<file path="src/wsd_pkg.sv">
// Shared types and constants for the WebSocket frame deframer.
// No dependencies; imported by every module of the block.
package wsd_pkg;

	localparam int unsigned BYTE_W = 8;
	localparam int unsigned KIND_W = 2;
	localparam int unsigned MAXP_W = 16;
	localparam int unsigned LEN_W  = 16;
	localparam int unsigned KEY_W  = 32;
	localparam int unsigned CNT_W  = 4;

	localparam logic [MAXP_W-1:0] MAX_PAYLOAD_RST = 16'd1024;

	// Header values
	localparam logic [BYTE_W-1:0] HDR_FIN_TEXT = 8'h81;
	localparam logic [6:0]        LEN_EXT16    = 7'd126;
	localparam logic [6:0]        LEN_EXT64    = 7'd127;

	// Byte counts of the extended length and key fields
	localparam logic [CNT_W-1:0] EXT16_BYTES = 4'd2;
	localparam logic [CNT_W-1:0] EXT64_BYTES = 4'd8;
	localparam logic [CNT_W-1:0] KEY_BYTES   = 4'd4;

	typedef enum logic [KIND_W-1:0] {
		KIND_DATA  = 2'd0,
		KIND_EMPTY = 2'd1,
		KIND_CLOSE = 2'd2
	} kind_t;

	typedef enum logic [6:0] {
		PH_HDR0   = 7'b0000001,
		PH_HDR1   = 7'b0000010,
		PH_EXT16  = 7'b0000100,
		PH_EXT64  = 7'b0001000,
		PH_KEY    = 7'b0010000,
		PH_DATA   = 7'b0100000,
		PH_CLOSED = 7'b1000000
	} phase_t;

	typedef struct packed {
		kind_t             kind;
		logic [BYTE_W-1:0] payload_byte;
		logic              last_in_message;
	} res_t;

endpackage

</file>
<file path="src/wsd_in_stage.sv">
// Input register of the deframer: holds one received byte until it is parsed.
// Depends on wsd_pkg.
module wsd_in_stage (
	input  logic                      clk,
	input  logic                      arst_n,
	input  logic                      s_tvalid,
	output logic                      s_tready,
	input  logic [wsd_pkg::BYTE_W-1:0] s_tdata,  // [7:0] stream_byte
	input  logic                      advance,
	output logic                      valid_s1,
	output logic [wsd_pkg::BYTE_W-1:0] byte_s1
);
	import wsd_pkg::*;

	logic vld_s1;

	// a new word may enter when the slot is empty or is drained this cycle
	assign s_tready = !vld_s1 || advance;
	assign valid_s1 = vld_s1;

	always_ff @(posedge clk or negedge arst_n) begin
		if (!arst_n) begin
			vld_s1 <= 1'b0;
		end else if (s_tready) begin
			vld_s1 <= s_tvalid;
		end
	end

	always_ff @(posedge clk) begin
		if (s_tvalid && s_tready) begin
			byte_s1 <= s_tdata;
		end
	end

endmodule

</file>
<file path="src/wsd_parser.sv">
// Frame parser: header, length and key state plus payload unmasking.
// Holds the max_payload register. Depends on wsd_pkg.
module wsd_parser (
	input  logic                       clk,
	input  logic                       arst_n,
	input  logic                       cfg_wr,
	input  logic [wsd_pkg::MAXP_W-1:0] cfg_data,
	input  logic                       advance,
	input  logic [wsd_pkg::BYTE_W-1:0] byte_s1,
	output logic                       res_valid,
	output wsd_pkg::res_t              res
);
	import wsd_pkg::*;

	phase_t             phase_q, phase_n;
	logic [CNT_W-1:0]   fcnt_q, fcnt_n, fcnt_inc;
	logic [LEN_W-1:0]   len_q, len_n;
	logic               ovf_q, ovf_n;
	logic [KEY_W-1:0]   key_q, key_n;
	logic [LEN_W-1:0]   idx_q, idx_n;
	logic [MAXP_W-1:0]  maxp_q;
	logic [BYTE_W-1:0]  key_byte;
	logic               last;

	assign fcnt_inc = fcnt_q + 4'd1;

	always_comb begin
		unique case (idx_q[1:0])
			2'd0: key_byte = key_q[31:24];
			2'd1: key_byte = key_q[23:16];
			2'd2: key_byte = key_q[15:8];
			2'd3: key_byte = key_q[7:0];
		endcase
	end

	assign last = ({1'b0, idx_q} + 17'd1) >= {1'b0, len_q};

	always_comb begin
		phase_n   = phase_q;
		fcnt_n    = fcnt_q;
		len_n     = len_q;
		ovf_n     = ovf_q;
		key_n     = key_q;
		idx_n     = idx_q;
		res_valid = 1'b0;
		res       = '{kind: KIND_DATA, payload_byte: '0, last_in_message: 1'b0};
		unique case (phase_q)
			PH_HDR0: begin
				if (byte_s1 != HDR_FIN_TEXT) begin
					phase_n   = PH_CLOSED;
					res_valid = 1'b1;
					res.kind  = KIND_CLOSE;
				end else begin
					phase_n = PH_HDR1;
				end
			end
			PH_HDR1: begin
				fcnt_n = '0;
				ovf_n  = 1'b0;
				key_n  = '0;
				idx_n  = '0;
				len_n  = '0;
				if (byte_s1[6:0] == LEN_EXT16) begin
					phase_n = PH_EXT16;
				end else if (byte_s1[6:0] == LEN_EXT64) begin
					phase_n = PH_EXT64;
				end else begin
					len_n   = {9'd0, byte_s1[6:0]};
					phase_n = PH_KEY;
				end
			end
			PH_EXT16: begin
				len_n  = {len_q[7:0], byte_s1};
				fcnt_n = fcnt_inc;
				if (fcnt_inc >= EXT16_BYTES) begin
					fcnt_n  = '0;
					phase_n = PH_KEY;
				end
			end
			PH_EXT64: begin
				// only the low 16 bits are kept; anything shifted out is overflow
				ovf_n  = ovf_q | (len_q[15:8] != 8'd0);
				len_n  = {len_q[7:0], byte_s1};
				fcnt_n = fcnt_inc;
				if (fcnt_inc >= EXT64_BYTES) begin
					fcnt_n = '0;
					if (ovf_n || (len_n > maxp_q)) begin
						phase_n   = PH_CLOSED;
						res_valid = 1'b1;
						res.kind  = KIND_CLOSE;
					end else begin
						phase_n = PH_KEY;
					end
				end
			end
			PH_KEY: begin
				key_n  = {key_q[23:0], byte_s1};
				fcnt_n = fcnt_inc;
				if (fcnt_inc >= KEY_BYTES) begin
					fcnt_n = '0;
					idx_n  = '0;
					if (len_q == '0) begin
						phase_n             = PH_HDR0;
						res_valid           = 1'b1;
						res.kind            = KIND_EMPTY;
						res.last_in_message = 1'b1;
					end else begin
						phase_n = PH_DATA;
					end
				end
			end
			PH_DATA: begin
				idx_n               = idx_q + 16'd1;
				res_valid           = 1'b1;
				res.payload_byte    = byte_s1 ^ key_byte;
				res.last_in_message = last;
				if (last) begin
					phase_n = PH_HDR0;
				end
			end
			default: begin
				// closed: drop everything until reset
			end
		endcase
	end

	always_ff @(posedge clk or negedge arst_n) begin
		if (!arst_n) begin
			phase_q <= PH_HDR0;
			fcnt_q  <= '0;
			len_q   <= '0;
			ovf_q   <= 1'b0;
			key_q   <= '0;
			idx_q   <= '0;
			maxp_q  <= MAX_PAYLOAD_RST;
		end else begin
			if (advance) begin
				phase_q <= phase_n;
				fcnt_q  <= fcnt_n;
				len_q   <= len_n;
				ovf_q   <= ovf_n;
				key_q   <= key_n;
				idx_q   <= idx_n;
			end
			if (cfg_wr) begin
				maxp_q <= cfg_data;
			end
		end
	end

endmodule

</file>
<file path="src/wsd_out_reg.sv">
// Result register of the deframer: holds one output word until taken.
// Depends on wsd_pkg.
module wsd_out_reg (
	input  logic                        clk,
	input  logic                        arst_n,
	input  logic                        valid_s1,
	input  logic                        res_valid,
	input  wsd_pkg::res_t               res,
	output logic                        advance,
	output logic                        m_tvalid,
	input  logic                        m_tready,
	output logic [wsd_pkg::BYTE_W-1:0]  m_tdata,  // [7:0] payload_byte
	output logic [wsd_pkg::KIND_W-1:0]  m_tuser,  // [1:0] kind
	output logic                        m_tlast   // last_in_message
);
	import wsd_pkg::*;

	logic vld_s2;
	res_t res_s2;

	// the parsed byte moves on once the result slot is free or drains now
	assign advance  = valid_s1 && (!vld_s2 || m_tready);
	assign m_tvalid = vld_s2;
	assign m_tdata  = res_s2.payload_byte;
	assign m_tuser  = res_s2.kind;
	assign m_tlast  = res_s2.last_in_message;

	always_ff @(posedge clk or negedge arst_n) begin
		if (!arst_n) begin
			vld_s2 <= 1'b0;
		end else if (advance) begin
			vld_s2 <= res_valid;
		end else if (m_tready) begin
			vld_s2 <= 1'b0;
		end
	end

	always_ff @(posedge clk) begin
		if (advance && res_valid) begin
			res_s2 <= res;
		end
	end

endmodule

</file>
<file path="src/websocket_frame_deframer.sv">
// Top level of the WebSocket client-to-server frame deframer.
// Instantiates wsd_in_stage, wsd_parser and wsd_out_reg; uses wsd_pkg.
//
//  channel  dir  handshake           payload
//  s_*      in   s_tvalid/s_tready   s_tdata[7:0] stream_byte
//  m_*      out  m_tvalid/m_tready   m_tdata[7:0] payload_byte, m_tuser[1:0] kind,
//                                    m_tlast last_in_message
//  cfg_*    in   cfg_valid/cfg_ready cfg_data[15:0] max_payload
//
// One byte per cycle sustained while the result slot drains; a byte is held in the
// input register while parsed; the result register holds its word on m_*.
// The state update and unmasking for a byte sit between the input and result
// registers. A stalled m_tready stalls the parser only when the result slot
// is full. cfg_ready is always high. arst_n restores max_payload to 1024 and
// the parser to waiting for a header; a close request holds until reset.
module websocket_frame_deframer (
	input  logic                        clk,
	input  logic                        arst_n,
	input  logic                        s_tvalid,
	output logic                        s_tready,
	input  logic [wsd_pkg::BYTE_W-1:0]  s_tdata,  // [7:0] stream_byte
	output logic                        m_tvalid,
	input  logic                        m_tready,
	output logic [wsd_pkg::BYTE_W-1:0]  m_tdata,  // [7:0] payload_byte
	output logic [wsd_pkg::KIND_W-1:0]  m_tuser,  // [1:0] kind
	output logic                        m_tlast,  // last_in_message
	input  logic                        cfg_valid,
	output logic                        cfg_ready,
	input  logic [wsd_pkg::MAXP_W-1:0]  cfg_data  // [15:0] max_payload
);
	import wsd_pkg::*;

	logic              advance;
	logic              valid_s1;
	logic [BYTE_W-1:0] byte_s1;
	logic              res_valid;
	res_t              res;

	assign cfg_ready = 1'b1;

	wsd_in_stage u_in (
		.clk      (clk),
		.arst_n   (arst_n),
		.s_tvalid (s_tvalid),
		.s_tready (s_tready),
		.s_tdata  (s_tdata),
		.advance  (advance),
		.valid_s1 (valid_s1),
		.byte_s1  (byte_s1)
	);

	wsd_parser u_parser (
		.clk       (clk),
		.arst_n    (arst_n),
		.cfg_wr    (cfg_valid && cfg_ready),
		.cfg_data  (cfg_data),
		.advance   (advance),
		.byte_s1   (byte_s1),
		.res_valid (res_valid),
		.res       (res)
	);

	wsd_out_reg u_out (
		.clk       (clk),
		.arst_n    (arst_n),
		.valid_s1  (valid_s1),
		.res_valid (res_valid),
		.res       (res),
		.advance   (advance),
		.m_tvalid  (m_tvalid),
		.m_tready  (m_tready),
		.m_tdata   (m_tdata),
		.m_tuser   (m_tuser),
		.m_tlast   (m_tlast)
	);

endmodule

</file>
<file path="config.mk">
export PLATFORM = sky130hd
export DESIGN_NAME = websocket_frame_deframer
export DESIGN_NICKNAME = d
export VERILOG_FILES = /design/src/wsd_pkg.sv /design/src/wsd_in_stage.sv /design/src/wsd_parser.sv /design/src/wsd_out_reg.sv /design/src/websocket_frame_deframer.sv
export SDC_FILE = /design/constraint.sdc
export NUM_CORES = 1
export LEC_CHECK = 0
export ABC_AREA = 1
export BUFFER_PORTS_ARGS = -buffer_cell sky130_fd_sc_hd__buf_2
export CAP_MARGIN = 15
export CORE_MARGIN = 2
export CORE_UTILIZATION = 44
export DETAILED_ROUTE_END_ITERATION = 10
export PLACE_DENSITY = 0.65
export SYNTH_ARGS = -nofsm -noshare
export SYNTH_HDL_FRONTEND = slang
export SYNTH_HIERARCHICAL = 1
export SYNTH_SLANG_ARGS = --single-unit
export TNS_END_PERCENT = 5
</file>
<file path="constraint.sdc">
create_clock -name clk -period 6.2 [get_ports clk]
set_input_delay 1.86 -clock clk [delete_from_list [all_inputs] [get_ports clk]]
set_output_delay 1.86 -clock clk [all_outputs]
set_load 0.02 [all_outputs]
</file>
==> qor.csv, run 1 <==
metric;value;unit
die width;121;um
Leak;3.51;nW
clock share of power;52.7;%
TritonCTS clock tree;built;
Synth top area share;38.1;%
worst slew pin tran;0.987;ns
Slew HR;34.0;%
Mapped Avg Cell Area;8.58;um2
Num CTS Buffers;17;
combinational fraction of design power;4.4;%
Slew Limit Fails;0;
pre-CTS WS;1.40;ns
Post-synth EDFFs;19;
crit path kind;in2out;
reg2reg end;u_parser/phase_q[6];
GR Util All Layers;21.5;%
status;finished clean;
clk slew on worst S/H paths;0.06;ns
most common cell in the netlist;inv_1;
Tcrit/Tclk final;77.8;%
vias in the first global route;5028;
Pwr Density;261;nW/um2
detailed placement HPWL;10400;um
Ports;43;
Worst Skew;0.00800;ns
Critical Path Sink Type;output port;
Routed Wire Length;14600;um
pin count of the biggest net entering global routing;58;
# port buffers;41;
crit path DAT;2.96;ns
Critical Path RT;4.34;ns
root buffer cell;clkbuf_16;
Pint;0.00139;W
DR pass1 iterations;6;
fraction of registers with async set/reset;83.2;%
Detail Route Antenna Nets;0;
flop2flop setup slack;2.38;ns
R2R Path Start;u_parser/idx_q[0];
worst-skew pair later-pin latency;0.42;ns
Seq pwr share;42.9;%
Vias per Instance;5.32;
total nets after synthesis;771;
mapped cell area;6040;um2
CTS max path bufs;2;
FMAX;207;MHz
cts repair resizes;0;
CP Max Fanout;21;
P&R area growth vs syn;15.3;%
Top FF cell, synth;dfrtp_1;
Synth cell types;34;
Hold Path Class;reg2reg;
standard-cell row count;42;
first-pass GRT wire length;24400;um
Hold Violations, Final;0;
sequential area share after synthesis;48.4;%
hold worst-path end;u_parser/phase_q[4];
Layout fillers;1283;
RSZ-0062 raised after global routing;no;
die area;14700;um2
Sw Ratio;23.7;%
Via Count;4972;
post-DR wirelength/cell;15.6;um
layout cells sized above 1;12.8;%
initial DRC count;330;
hold path start;u_parser/phase_q[4];
diode count;0;
H-Tree Depth;4;
WHS Path Cells;2;
Nets;813;
initial antenna violation count;0;
Starting Density;45.2;%
MaxCap Viol Count;0;
R2R cell count;17;
Routability Congestion;0.924;
Post CTS Setup Buffer Count;0;
Yosys warnings;6;
Max IR drop VDD;0.000188;V
Final setup viols;0;
Syn Inst Count;704;
largest area contributor in the netlist;dfrtp_1;
min Tclk post-route;4.82;ns
Final Non-Filler Cells;935;
P_sw;0.000430;W
synth top area cells;dfrtp_1 38%, edfxtp_1 9.4%, ha_1 7.9%;
Num Clock Sinks;113;
synth cell count leaders;126 x inv_1, 123 x nand2_1, 92 x dfrtp_1;
hold buffers post-CTS;0;
placed insts;903;
Critical Path Start Type;input pin;
#FFs+latches synth;113;
Die Y;121;um
setup slack after layout;1.38;ns
gr ovfl total;0;
drt drc;0;
core area;13300;um2
Final TNS setup;0;ns
## sequential cells by signal (all words and copies together), names as in the netlist, 2 cells and up
name / cells
u_parser/idx_q: 16
u_in/byte_s1: 8
u_parser/key_q: 32
u_parser/len_q: 16
u_parser/phase_q: 7
u_parser/fcnt_q: 4
u_out/m_tuser: 2
u_out/m_tdata: 8
u_parser/maxp_q: 16
## critical path: stages
cell     delay, ns
buf_2         0.07
inv_1         0.04
nand2_2       0.06
nand2_2       0.05
inv_1         0.47
inv_1         0.14
nand2_1       0.11
buf_2         0.16
## how the worst max path moves through the flow
stage | from | to | slack, ns | cells past startpoint
after global routing | m_tready | s_tready | 1.22 | 8
final | m_tready | s_tready | 1.38 | 8
after detailed placement | m_tready | s_tready | 1.40 | 8
after global placement | m_tready | s_tready | 1.44 | 8
after CTS | m_tready | s_tready | 1.39 | 8
after floorplan | m_tready | s_tready | 2.06 | 6
## layout make-up
type | count | area, um2 | area share (%)
sequential | 113 | 2930 | 42.0
multi-input combinational | 444 | 2530 | 36.4
inverter | 127 | 477 | 6.85
clock buffer | 17 | 425 | 6.11
timing repair buffer | 43 | 223 | 3.20
tap | 176 | 220 | 3.16
clock inverter | 15 | 159 | 2.28
## per-stage QoR
| step | util [%] | instance area, um2 | total power (W) | hold slack (ns) |
|---|---|---|---|---|
| after floorplan | - | 6040 | 0.000834 | 0.449 |
| after global placement | 47.8 | 6380 | 0.000869 | 0.470 |
| after detailed placement | 47.8 | 6380 | 0.000873 | 0.486 |
| after CTS | 52.2 | 6960 | 0.00183 | 0.498 |
| after global routing | 52.2 | 6960 | 0.00188 | 0.527 |
| final | 52.2 | 6960 | 0.00182 | 0.492 |
## per-layer routing
layer | track usage, % | share of wire, % | wire length [um]
met4 | 6.97 | 1.5 | 216
met1 | 27.3 | 45 | 6570
met3 | 4.89 | 5.1 | 753
met2 | 36.6 | 48 | 7090
met5 | 0 | 0 | 0
## kinds of logic (layout without fill, tap and decap cells)
group	Yosys count	in the layout	synth area share, %
adder cells (fa/ha/maj)	38	38	7.87
XOR/XNOR	16	16	2.32
AO/OA/AOI/OAI	150	150	13.9
other	1	1	0.0621
flip-flops	113	113	48.4
buffers and inverters	147	202	9.59
AND/OR/NAND/NOR	238	238	17.6
multiplexers	1	1	0.186
## cell usage in the layout (no fill, tap or decap), drive strengths merged
cell type	instances
edfxtp	19
clkinv	9
o31ai	2
nand2	126
dfrtp	92
nand4	9
o21ai	75
buf	43
nor4	3
conb	1
nor3	10
clkbuf	17
ha	38
clkinvlp	1
inv	130
a21o	2
mux2	1
xnor2	2
nor2	41
or2	3
a21oi	26
a32oi	4
o22ai	41
bufinv	2
xor2	14
nand3	46
dfstp	2
## power groups by stage
stage                     clock [W]  sequential, W  combinational [W]
final                      0.000959       0.000780          0.0000803
after floorplan                   0       0.000788          0.0000467
after CTS                  0.000972       0.000780          0.0000816
after global routing        0.00101       0.000781          0.0000938
after detailed placement          0       0.000793          0.0000805
after global placement            0       0.000793          0.0000759
No activity file was read; power rests on OpenSTA's default activity.
==> run 2, diff against run 1 <==
Settings changed: ABC_AREA 1 to 0.
Clock period 6.2 ns to 4.5 ns, I/O delays scaled along.
==> qor.csv, run 2 <==
metric;value;unit
status;finished clean;
total nets after synthesis;659;
reg2reg end;u_parser/phase_q[3];
crit path kind;reg2reg;
worst slew pin tran;1.07;ns
crit path DAT;4.33;ns
most common cell after layout, fill and taps aside;dfrtp_1;
flop2flop setup slack;0.47;ns
FMAX;248;MHz
commonest cells after routing, fill and taps aside;92 x dfrtp_1, 80 x nand2_1, 54 x o21ai_0;
Via Count;4651;
Layout fillers;1252;
hold worst-path end;u_parser/key_q[31];
die width;120;um
Starting Density;45.0;%
H-Tree Depth;4;
WHS Path Cells;1;
Biggest register;u_parser/key_q;
Num CTS Buffers;17;
die area;14500;um2
Top FF cell, synth;dfrtp_1;
#FFs+latches synth;113;
Max IR drop VDD;0.000300;V
Leak;3.22;nW
layout cells sized above 1;15.1;%
min Tclk post-route;4.03;ns
Routed Wire Length;14000;um
TritonCTS clock tree;built;
R2R cell count;12;
synth cell count leaders;92 x dfrtp_1, 80 x nand2_1, 55 x o21ai_0;
# port buffers;41;
Final TNS setup;0;ns
drt drc;0;
Synth cell types;60;
vias in the first global route;4577;
GR Util All Layers;20.6;%
max incr delay on CP;0.56;ns
Syn Inst Count;592;
CP top delay family;simple AND/OR/NAND/NOR gates;
clock share of power;51.1;%
Worst Skew;0.00992;ns
Vias per Instance;5.65;
max FFs per register;32;
Slew Limit Fails;0;
initial antenna violation count;0;
Num Clock Sinks;113;
P_sw;0.000557;W
Synth top area share;38.6;%
gr ovfl total;0;
Hold Path Class;reg2reg;
DR pass1 iterations;6;
Detail Route Antenna Nets;0;
standard-cell row count;42;
Final setup viols;0;
slowest CP cell;o41ai_4;
Pwr Density;350;nW/um2
Post-synth EDFFs;19;
Slew HR;28.4;%
cell mode on critical path;nand3_1;
Die Y;120;um
cts repair resizes;0;
Final Power;0.00241;W
crit-path cells;ha_1 -> nand3_1 -> nor2_1 -> nand3_1 -> nor2_1 -> xor2_1 -> ha_1 -> nand3_1 -> a2111oi_0 -> buf_4 -> o41ai_4 -> mux2_2;
Ports;43;
Post CTS Setup Buffer Count;0;
combinational fraction of design power;4.3;%
detailed placement HPWL;9650;um
P&R area growth vs syn;15.4;%
Seq pwr share;44.7;%
hold buffers post-CTS;0;
MaxCap Viol Count;0;
first-pass GRT wire length;23300;um
RSZ-0062 raised after global routing;no;
Critical Path Start Type;register;
sequential area share after synthesis;49.1;%
worst-skew pair later-pin latency;0.41;ns
CTS max path bufs;2;
Nets;701;
final hold slack;0.507;ns
Yosys warnings;6;
fraction of registers with async set/reset;83.2;%
Pint;0.00185;W
most common cell in the netlist;dfrtp_1;
pin count of the biggest net entering global routing;45;
Mapped Avg Cell Area;10.1;um2
Sw Ratio;23.1;%
Critical Path RT;4.79;ns
largest area contributor in the netlist;dfrtp_1;
clk slew on worst S/H paths;0.05;ns
diode count;0;
synth top area cells;dfrtp_1 39%, edfxtp_1 9.6%, ha_1 8.0%;
hold path start;u_parser/key_q[31];
post-DR wirelength/cell;17.0;um
Critical Path Sink Type;register;
Hold Violations, Final;0;
core area;13200;um2
Routability Congestion;0.893;
Tcrit/Tclk final;89.6;%
mapped cell area;5960;um2
worst path bufs/invs;1;
R2R Path Start;u_parser/idx_q[0];
CP Max Fanout;12;
root buffer cell;clkbuf_16;
initial DRC count;381;
run 2: cells by family after synthesis:
logic type | after synthesis | share of synthesized area [%]
adders and majority gates | 38 | 7.98
and+or+nand+nor | 199 | 16.8
buffers and inverters | 65 | 4.37
DFF | 113 | 49.1
xor gates and xnor gates | 25 | 3.67
muxes | 6 | 1.11
other | 1 | 0.0629
AOI/OAI and AO/OA | 145 | 16.9
run 2: layer usage:
| metal | GRT usage, % | part of all wire, % |
|---|---|---|
| met3 | 4.91 | 4.9 |
| met2 | 31.9 | 48 |
| met4 | 6.32 | 1.2 |
| met1 | 28.7 | 46 |
| met5 | 0 | 0 |
run 2: how the worst max path moves through the flow:
stage	depth (start not counted)	from	endpoint	slack [ns]
3_3_place_gp	12	u_parser/idx_q[0]	u_parser/phase_q[4]	0.65
4_1_cts	12	u_parser/idx_q[0]	u_parser/phase_q[3]	0.49
3_5_place_dp	12	u_parser/idx_q[0]	u_parser/phase_q[1]	0.49
6_report	12	u_parser/idx_q[0]	u_parser/phase_q[3]	0.47
2_1_floorplan	11	u_parser/idx_q[0]	u_parser/phase_q[1]	1.22
5_1_grt	12	u_parser/idx_q[0]	u_parser/phase_q[3]	0.14
run 2: area by class of cell:
| type | count | area, um2 | share of cell area [%] |
|---|---|---|---|
| clock buffers | 18 | 429 | 6.24 |
| clock inverters | 14 | 118 | 1.71 |
| inverters | 40 | 150 | 2.18 |
| multi-input cells | 414 | 2780 | 40.4 |
| flip-flops and latches | 113 | 2930 | 42.5 |
| well taps | 176 | 220 | 3.20 |
| repair buffers | 48 | 260 | 3.78 |
run 2: worst register-to-register path: cells and delay by family (launching register included):
family                   cells  cell delay [ns]
AND/OR/NAND/NOR              5             1.24
adder cells (fa/ha/maj)      2             0.82
AO/OA/AOI/OAI                2             0.63
flip-flops                   1             0.46
multiplexers                 1             0.40
XOR/XNOR                     1             0.20
buffers and inverters        1             0.16
run 2: power by group through the flow:
stage | combinational (W) | sequential (W) | clock [W]
2_1_floorplan | 0.0000575 | 0.00109 | 0
3_3_place_gp | 0.0000991 | 0.00109 | 0
3_5_place_dp | 0.000104 | 0.00109 | 0
4_1_cts | 0.000105 | 0.00108 | 0.00125
5_1_grt | 0.000120 | 0.00108 | 0.00131
6_report | 0.000103 | 0.00108 | 0.00123
run 2: stage by stage:
step / setup WS (ns) / util, % / area (um2) / instances
detailed placement: 0.488 / 47.8 / 6330 / 791
global placement: 0.652 / 47.8 / 6330 / 791
CTS: 0.488 / 52.0 / 6880 / 823
finish: 0.466 / 52.0 / 6880 / 823
global route: 0.142 / 52.0 / 6880 / 823
floorplan: 1.22 / - / 5960 / 592
